===== config.mk =====
export PLATFORM = sky130hd
export DESIGN_NAME = sorted_unique_set_core
export DESIGN_NICKNAME = d
export VERILOG_FILES = /design/src/hw/rtl/sus_pkg.sv /design/src/hw/rtl/sus_cell.sv /design/src/hw/rtl/sus_ctrl.sv /design/src/hw/rtl/sorted_unique_set_core.sv
export SDC_FILE = /design/constraint.sdc
export NUM_CORES = 2
export LEC_CHECK = 0
export ABC_AREA = 1
export ABC_CLOCK_PERIOD_IN_PS = 5400
export BUFFER_PORTS_ARGS = -buffer_cell sky130_fd_sc_hd__buf_2
export CAP_MARGIN = 20
export CORE_MARGIN = 2
export CORE_UTILIZATION = 45
export DETAILED_ROUTE_END_ITERATION = 8
export GPL_TIMING_DRIVEN = 1
export PLACE_DENSITY = 0.72
export RECOVER_POWER = 50
export SYNTH_ARGS = -nofsm -noshare
export SYNTH_HDL_FRONTEND = slang
export SYNTH_SLANG_ARGS = --single-unit

===== constraint.sdc =====
create_clock -name clk -period 5.4 [get_ports clk]
set_clock_uncertainty 0.1 [all_clocks]
set_input_delay 0.27 -clock clk [delete_from_list [all_inputs] [get_ports clk]]
set_output_delay 0.27 -clock clk [all_outputs]
set_load 0.03 [all_outputs]

===== src/hw/rtl/sus_pkg.sv =====
// Shared constants, codes and types for the sorted unique set core.
`default_nettype none
package sus_pkg;

  // Store geometry and field widths
  localparam int CAPACITY  = 64;
  localparam int VAL_W     = 16;
  localparam int OP_W      = 2;
  localparam int ST_W      = 2;
  localparam int CNT_OUT_W = 7;
  localparam int CNT_W     = $clog2(CAPACITY + 1);

  // Operation codes; code 3 acts as a search
  localparam logic [OP_W-1:0] OP_INSERT = 2'd0;
  localparam logic [OP_W-1:0] OP_DELETE = 2'd1;
  localparam logic [OP_W-1:0] OP_SEARCH = 2'd2;

  // Result status codes
  localparam logic [ST_W-1:0] ST_OK   = 2'd0;
  localparam logic [ST_W-1:0] ST_MISS = 2'd1;
  localparam logic [ST_W-1:0] ST_FULL = 2'd2;

  // Sequencer states
  typedef enum logic {
    FSM_IDLE,
    FSM_COMMIT
  } fsm_state_t;

  // Command broadcast from the sequencer to every cell
  typedef struct packed {
    logic             cmp;
    logic             ins;
    logic             del;
    logic [VAL_W-1:0] key;
  } cell_cmd_t;

endpackage
`default_nettype wire


===== src/hw/rtl/sus_cell.sv =====
// One compare-and-shift cell of the sorted store chain.
`default_nettype none
module sus_cell (
  input  wire logic                     clk,
  input  wire logic                     rst_n,
  input  wire sus_pkg::cell_cmd_t       cmd,
  input  wire logic                     occ,
  input  wire logic [sus_pkg::VAL_W-1:0] left_val,
  input  wire logic                     left_lt,
  input  wire logic [sus_pkg::VAL_W-1:0] right_val,
  output logic      [sus_pkg::VAL_W-1:0] cell_val,
  output logic                          cell_lt,
  output logic                          cell_eq
);
  import sus_pkg::*;

  logic [VAL_W-1:0] val_r, val_nxt;
  logic             lt_r, lt_nxt;
  logic             eq_r, eq_nxt;

  // Compare the held value against the key on a new transfer
  always_comb begin
    lt_nxt = lt_r;
    eq_nxt = eq_r;
    if (cmd.cmp) begin
      lt_nxt = occ && (val_r < cmd.key);
      eq_nxt = occ && (val_r == cmd.key);
    end
  end

  // Shift up for an insert, down for a delete; cells below the position hold.
  // On an insert the cell at the position (left neighbour below the key) takes the key.
  always_comb begin
    val_nxt = val_r;
    if (cmd.ins && !lt_r) begin
      val_nxt = left_lt ? cmd.key : left_val;
    end else if (cmd.del && !lt_r) begin
      val_nxt = right_val;
    end
  end

  always_ff @(posedge clk) begin
    if (!rst_n) begin
      lt_r <= 1'b0;
      eq_r <= 1'b0;
    end else begin
      lt_r <= lt_nxt;
      eq_r <= eq_nxt;
    end
  end

  always_ff @(posedge clk) begin
    val_r <= val_nxt;
  end

  assign cell_val = val_r;
  assign cell_lt  = lt_r;
  assign cell_eq  = eq_r;

endmodule
`default_nettype wire


===== src/hw/rtl/sus_ctrl.sv =====
// Sequencer: accepts commands, decides the action, keeps the count, drives results.
`default_nettype none
module sus_ctrl (
  input  wire logic                          clk,
  input  wire logic                          rst_n,
  input  wire logic                          start,
  input  wire logic [sus_pkg::OP_W-1:0]      in_operation,
  input  wire logic [sus_pkg::VAL_W-1:0]     in_value,
  input  wire logic                          hit,
  output logic                               busy,
  output sus_pkg::cell_cmd_t                 cmd,
  output logic      [sus_pkg::CNT_W-1:0]     count,
  output logic                               out_strobe,
  output logic      [sus_pkg::ST_W-1:0]      out_status,
  output logic      [sus_pkg::CNT_OUT_W-1:0] out_entry_count
);
  import sus_pkg::*;

  fsm_state_t           state_r, state_nxt;
  logic [OP_W-1:0]      op_r, op_nxt;
  logic [VAL_W-1:0]     value_r, value_nxt;
  logic [CNT_W-1:0]     count_r, count_nxt;
  logic                 strobe_r, strobe_nxt;
  logic [ST_W-1:0]      status_r, status_nxt;
  logic [CNT_OUT_W-1:0] ocount_r, ocount_nxt;
  logic                 accept;
  logic                 full;
  logic                 ins_do;
  logic                 del_do;

  assign accept = start && (state_r == FSM_IDLE);
  assign full   = (count_r == CNT_W'(CAPACITY));
  assign ins_do = (state_r == FSM_COMMIT) && (op_r == OP_INSERT) && !hit && !full;
  assign del_do = (state_r == FSM_COMMIT) && (op_r == OP_DELETE) && hit;

  // Next state
  always_comb begin
    state_nxt = state_r;
    case (state_r)
      FSM_IDLE: begin
        if (start) begin
          state_nxt = FSM_COMMIT;
        end
      end
      FSM_COMMIT: state_nxt = FSM_IDLE;
      default:    state_nxt = FSM_IDLE;
    endcase
  end

  // Outputs to the cells and the handshake
  always_comb begin
    cmd.cmp = 1'b0;
    cmd.ins = 1'b0;
    cmd.del = 1'b0;
    cmd.key = in_value;
    busy    = 1'b0;
    case (state_r)
      FSM_IDLE: begin
        cmd.cmp = start;
        cmd.key = in_value;
      end
      FSM_COMMIT: begin
        busy    = 1'b1;
        cmd.ins = ins_do;
        cmd.del = del_do;
        cmd.key = value_r;
      end
      default: begin
        busy = 1'b0;
      end
    endcase
  end

  // Latch the command, update the count and form the result
  always_comb begin
    op_nxt     = op_r;
    value_nxt  = value_r;
    count_nxt  = count_r;
    strobe_nxt = 1'b0;
    status_nxt = status_r;
    ocount_nxt = ocount_r;
    if (accept) begin
      op_nxt    = in_operation;
      value_nxt = in_value;
    end
    if (ins_do) begin
      count_nxt = count_r + CNT_W'(1);
    end else if (del_do) begin
      count_nxt = count_r - CNT_W'(1);
    end
    if (state_r == FSM_COMMIT) begin
      strobe_nxt = 1'b1;
      ocount_nxt = CNT_OUT_W'(count_nxt);
      case (op_r)
        OP_INSERT: status_nxt = hit ? ST_MISS : (full ? ST_FULL : ST_OK);
        OP_DELETE: status_nxt = hit ? ST_OK : ST_MISS;
        OP_SEARCH: status_nxt = hit ? ST_OK : ST_MISS;
        default:   status_nxt = hit ? ST_OK : ST_MISS;
      endcase
    end
  end

  always_ff @(posedge clk) begin
    if (!rst_n) begin
      state_r  <= FSM_IDLE;
      count_r  <= '0;
      strobe_r <= 1'b0;
    end else begin
      state_r  <= state_nxt;
      count_r  <= count_nxt;
      strobe_r <= strobe_nxt;
    end
  end

  always_ff @(posedge clk) begin
    op_r     <= op_nxt;
    value_r  <= value_nxt;
    status_r <= status_nxt;
    ocount_r <= ocount_nxt;
  end

  assign count           = count_r;
  assign out_strobe      = strobe_r;
  assign out_status      = status_r;
  assign out_entry_count = ocount_r;

endmodule
`default_nettype wire


===== src/hw/rtl/sorted_unique_set_core.sv =====
// Top level of the sorted unique set: a sequencer driving a chain of store cells.
//
//   channel  ports                                   handshake
//   input    in_operation, in_value                  start high, busy low
//   result   out_status, out_entry_count             out_strobe, one cycle
//
// In the accept cycle of an item every cell compares its value with
// in_value; in the next (busy high) the cells shift in one step and the
// count updates. The result shows in the cycle after, while the next start
// may already be taken; no new item is taken while busy, at any occupancy.
// Synchronous active-low reset empties the store; cell contents are kept.
// The receiver cannot stall: each result is valid for one cycle only.
`default_nettype none
module sorted_unique_set_core (
  input  wire logic                          clk,
  input  wire logic                          rst_n,
  input  wire logic                          start,
  output logic                               busy,
  input  wire logic [sus_pkg::OP_W-1:0]      in_operation,
  input  wire logic [sus_pkg::VAL_W-1:0]     in_value,
  output logic                               out_strobe,
  output logic      [sus_pkg::ST_W-1:0]      out_status,
  output logic      [sus_pkg::CNT_OUT_W-1:0] out_entry_count
);
  import sus_pkg::*;

  cell_cmd_t          cmd;
  logic [CNT_W-1:0]   count;
  logic [CAPACITY-1:0] occ;
  logic [CAPACITY-1:0] lt_vec;
  logic [CAPACITY-1:0] eq_vec;
  logic [VAL_W-1:0]   val_vec [CAPACITY];
  logic               hit;

  // Reduce the per-cell match flags
  assign hit = |eq_vec;

  sus_ctrl u_ctrl (
    .clk             (clk),
    .rst_n           (rst_n),
    .start           (start),
    .in_operation    (in_operation),
    .in_value        (in_value),
    .hit             (hit),
    .busy            (busy),
    .cmd             (cmd),
    .count           (count),
    .out_strobe      (out_strobe),
    .out_status      (out_status),
    .out_entry_count (out_entry_count)
  );

  // Build the chain; each cell sees its neighbours' values and its left neighbour's less-than flag
  for (genvar i = 0; i < CAPACITY; i++) begin : g_cell
    logic [VAL_W-1:0] lv;
    logic             llt;
    logic [VAL_W-1:0] rv;

    assign occ[i] = (CNT_W'(i) < count);

    if (i == 0) begin : g_first
      assign lv  = cmd.key;
      assign llt = 1'b0;
    end else begin : g_mid
      assign lv  = val_vec[i-1];
      assign llt = lt_vec[i-1];
    end

    if (i == CAPACITY - 1) begin : g_last
      assign rv = val_vec[i];
    end else begin : g_inner
      assign rv = val_vec[i+1];
    end

    sus_cell u_cell (
      .clk       (clk),
      .rst_n     (rst_n),
      .cmd       (cmd),
      .occ       (occ[i]),
      .left_val  (lv),
      .left_lt   (llt),
      .right_val (rv),
      .cell_val  (val_vec[i]),
      .cell_lt   (lt_vec[i]),
      .cell_eq   (eq_vec[i])
    );
  end

endmodule
`default_nettype wire

==> flow_summary_export.csv <==
group,metric,value,unit
timing,rsz_0062_raised_after_global_routing,"false",
placement,place.gp.congestion,0.904,
detailed_routing,routed_wl,240,mm
grt,grt_max_degree,144,
yosys,async_sr_flop_fraction,0,%
worst_setup_path,critical_path.max_stage_delay,910,ps
timing,timing.slew.headroom,-34.6,%
worst_setup_path,critical_path_source,"u_ctrl.state_r",
clock_network,clkLatencyLatePin,800,ps
grt,groute.usage.overall,23.7,%
run,max_cap_violations,10,
grt,grt_pass1_wl,375,mm
yosys,synth_edf_count,1051,
yosys,yosys.area_share.xor_xnor,0.0304,%
worst_setup_path,worst-endpoint-required,6020,ps
worst_setup_path,worst-path-buf-inv,3,
yosys,share_of_the_synthesized_area_in_compound_gates_ao_oa_aoi_oai,21.2,%
floorplanning,die_x,442,um
placement,detailedPlacementHpwl,172,mm
worst_setup_path,crit_path_start_kind,"register",
clock_network,tritoncts,"yes",
clock_network,cts.htree.levels,4,
worst_setup_path,cp_data_arrival_time,5420,ps
grt,layer_with_the_highest_usage_after_global_routing,"met2",
worst_setup_path,critPathCaptureType,"register",
status,outcome,"finished with violations",
timing,report.final.hold_viol_count,0,
yosys,synth_top_family_by_area,"compound AO/OA/AOI/OAI gates",
floorplanning,row_count,160,
yosys,syn_inst,9715,
clock_network,cts_buffers,141,
clock_network,root_buffer,"clkbuf_16",
placement,number_of_port_buffers,31,
timing,timing_worst_slew_pin_value,2020,ps
yosys,ys_seq_area_share,39.7,%
yosys,mappedNetlistNets,10763,
worst_setup_path,r2r_start,"u_ctrl.state_r",
yosys,yosys_register_bits,1188,
worst_setup_path,reg2regPathDepth,9,
clock_network,clkSinkCount,1188,
yosys,post_synth_num_cell_types,48,
placement,place.detailed.instances,11809,
timing,fmax,208,MHz
grt,antenna_found_initial,3,
timing,min_period,4800,ps
clock_network,clk_pin_slew_worst_paths,60,ps
worst_setup_path,critPathCapture,"g_cell[3].u_cell.cell_eq",
status,failing_checks,"capacitance limit, slew limit",
grt,grt-ovfl-total,0,
floorplanning,die-height,442,um
timing,final-setup-viol-count,0,
worst_setup_path,worst_path_dominant_cell_family,"buffers and inverters",
yosys,post_synth_and_or_nand_nor_area_fraction,17.5,%
detailed_routing,via_per_inst,5.77,
grt,global_route.usage.met3,3.27,%
yosys,synth-adder-area-share,14.9,%
yosys,ys.warnings.count,0,
worst_hold_path,holdCritPathClass,"in -> reg",
yosys,mean_cell_area_of_the_mapped_netlist,8.89,sq um
floorplanning,core_area,190000,sq um
detailed_routing,detailedRoute.firstIterationViolations,6962,
timing,final.setup.tns,0,ps
timing,finalMaxSlewViolations,332,
layout,fin_util,46.7,%
layout,layout-area-overhead-vs-synth,2.93,%
detailed_routing,route.vias.total,69778,
grt,grt.met1_usage,31.3,%
layout,multi_input_logic_area,43800,sq um
layout,final_cells,12103,
detailed_routing,drc_errors,0,
layout,n_fill_cell,18285,
worst_setup_path,worst-path-max-fanout,18,
yosys,netlist_area,86300,sq um
layout,sequential_cell_area,34300,sq um
pwr,power_density,260,nW/um^2
detailed_routing,routed_wire_length_per_instance,19.8,um
grt,met2_track_demand_over_resource_in_global_routing,39.4,%
floorplanning,floorplan.initialDensity,45.4,%
clock_network,cts.repair_timing.setup_buffer_count,0,
layout,leading_cell_types_in_the_layout_fill_and_taps_excluded,"2696 x nand2_1, 1921 x o21ai_0, 1051 x edfxtp_1",
clock_network,cts-root-to-sink-buffers,3,
yosys,synth_mux_area_share,0.174,%
worst_setup_path,setup.reg_to_reg.worst_slack,600,ps
timing,fin_crit_sh,88.9,%
detailed_routing,drt.antenna.violating_nets,0,
detailed_routing,drt-pass1-iter-count,6,
layout,finish.net_count,10519,
yosys,synth_top_flop_cell,"edfxtp_1",
pwr,irDropWorstVdd,360,uV
worst_setup_path,crit_path_cell_trace,"buf_4 -> mux2i_4 -> clkbuf_1 -> buf_4 -> ha_1 -> nand4_1 -> nor2_1 -> nand4_1 -> a21oi_1",
grt,first_global_vias,67319,
pwr,leakagePower,34.6,nW
worst_setup_path,worst_r2r_endpoint,"g_cell[3].u_cell.cell_eq",
layout,drive_gt1_share,7.59,%
worst_setup_path,worst_path_max_delay_cell,"dfxtp_1",
timing,finalWorstSetupSlack,597,ps
placement,placement.setup.worst_slack,1310,ps
worst_setup_path,stages_on_the_worst_setup_path,9,
floorplanning,die-area,195000,sq um
worst_setup_path,path_class,"reg -> reg",
layout,final_common_cell,"nand2_1",
floorplanning,io_pins,32,
-- how the worst min path moves through the flow --
| stage | from | endpoint | slack (ps) | cells after the start |
|---|---|---|---|---|
| final | in_value[9] | u_ctrl.value_r[9] | 190 | 2 |
| after global routing | in_value[9] | u_ctrl.value_r[9] | 170 | 2 |
| after CTS | in_value[8] | u_ctrl.value_r[8] | 80 | 2 |
| after detailed placement | g_cell[2].u_cell.cell_eq | g_cell[2].u_cell.cell_eq | 360 | 2 |
| after global placement | g_cell[21].u_cell.cell_eq | g_cell[21].u_cell.cell_eq | 350 | 2 |
| after floorplan | rst_n | u_ctrl.out_strobe | 270 | 2 |
-- logic make-up after synthesis --
logic type | after synthesis
buffers and inverters | 956
AOI/OAI and AO/OA | 2832
xor gates and xnor gates | 3
muxes | 15
and+or+nand+nor | 3694
DFF | 1188
adders and majority gates | 1027
-- sequential cells by signal (all words and copies together) (netlist names) --
name,count
g_cell.u_cell.cell_val,1024
g_cell.u_cell.cell_eq,64
g_cell.u_cell.cell_lt,64
u_ctrl.value_r,16
u_ctrl.count,7
u_ctrl.out_entry_count,7
u_ctrl.op_r,2
u_ctrl.out_status,2
u_ctrl.out_strobe,1
u_ctrl.state_r,1
-- layer usage --
| layer | vias up | wire length (um) |
|---|---|---|
| li1 | 33755 | - |
| met1 | 32793 | 101000 |
| met2 | 2692 | 111000 |
| met3 | 534 | 17500 |
| met4 | 4 | 9440 |
| met5 | - | 24 |
-- power breakdown --
| part | switching, W | total (W) | internal, W |
|---|---|---|---|
| combinational | 0.00217 | 0.00321 | 0.00105 |
| sequential | 0.000280 | 0.0105 | 0.0102 |
| clock | 0.00405 | 0.00934 | 0.00529 |
-- metrics by stage --
| step | hold WS (ps) | instance area [sq um] | power, W |
|---|---|---|---|
| after global routing | 168 | 88900 | 0.0239 |
| after global placement | 353 | 87300 | 0.0138 |
| after detailed placement | 356 | 87300 | 0.0140 |
| after CTS | 76.4 | 91900 | 0.0233 |
| after floorplan | 268 | 86300 | 0.0130 |
| final | 190 | 88900 | 0.0231 |
-- final cells by class --
type | instances | share of cell area (%)
multi-input combinational | 7571 | 49.3
sequential | 1188 | 38.6
clock buffer | 205 | 4.43
tap | 2511 | 3.53
timing repair buffer | 287 | 2.42
inverter | 282 | 1.20
clock inverter | 57 | 0.546
antenna | 2 | 0.00563
-- worst register-to-register path: stages, from the launching register on --
cell and delay [ps]:
dfxtp_1 910, buf_4 540, mux2i_4 840, clkbuf_1 780
buf_4 340, ha_1 190, nand4_1 150, nor2_1 190
nand4_1 430, a21oi_1 260
-- Yosys cell counts (all sizes together) (4+ instances only) --
cell type | number | area (sq um)
a211oi | 35 | 263
nand4 | 133 | 838
nor4 | 17 | 106
nand3 | 245 | 1240
mux2i | 15 | 150
o2111ai | 12 | 105
or2 | 68 | 425
o21a | 4 | 30.0
dfxtp | 137 | 2740
o21ai | 2155 | 14400
o211a | 17 | 170
ha | 1027 | 12800
clkbuf | 280 | 1050
inv | 281 | 1050
edfxtp | 1051 | 31600
buf | 394 | 3480
nor2 | 379 | 1460
nor3 | 51 | 255
o211ai | 66 | 495
nand2 | 2795 | 10700
a21oi | 488 | 2440
a31oi | 47 | 294
-- repair_timing --
| action | in CTS | in global routing |
|---|---|---|
| endpoints found under the hold margin | 25 | 0 |
| gates resized for setup | 0 | 0 |
| hold buffers | 19 | 0 |
(Power assumes the default switching activity.)
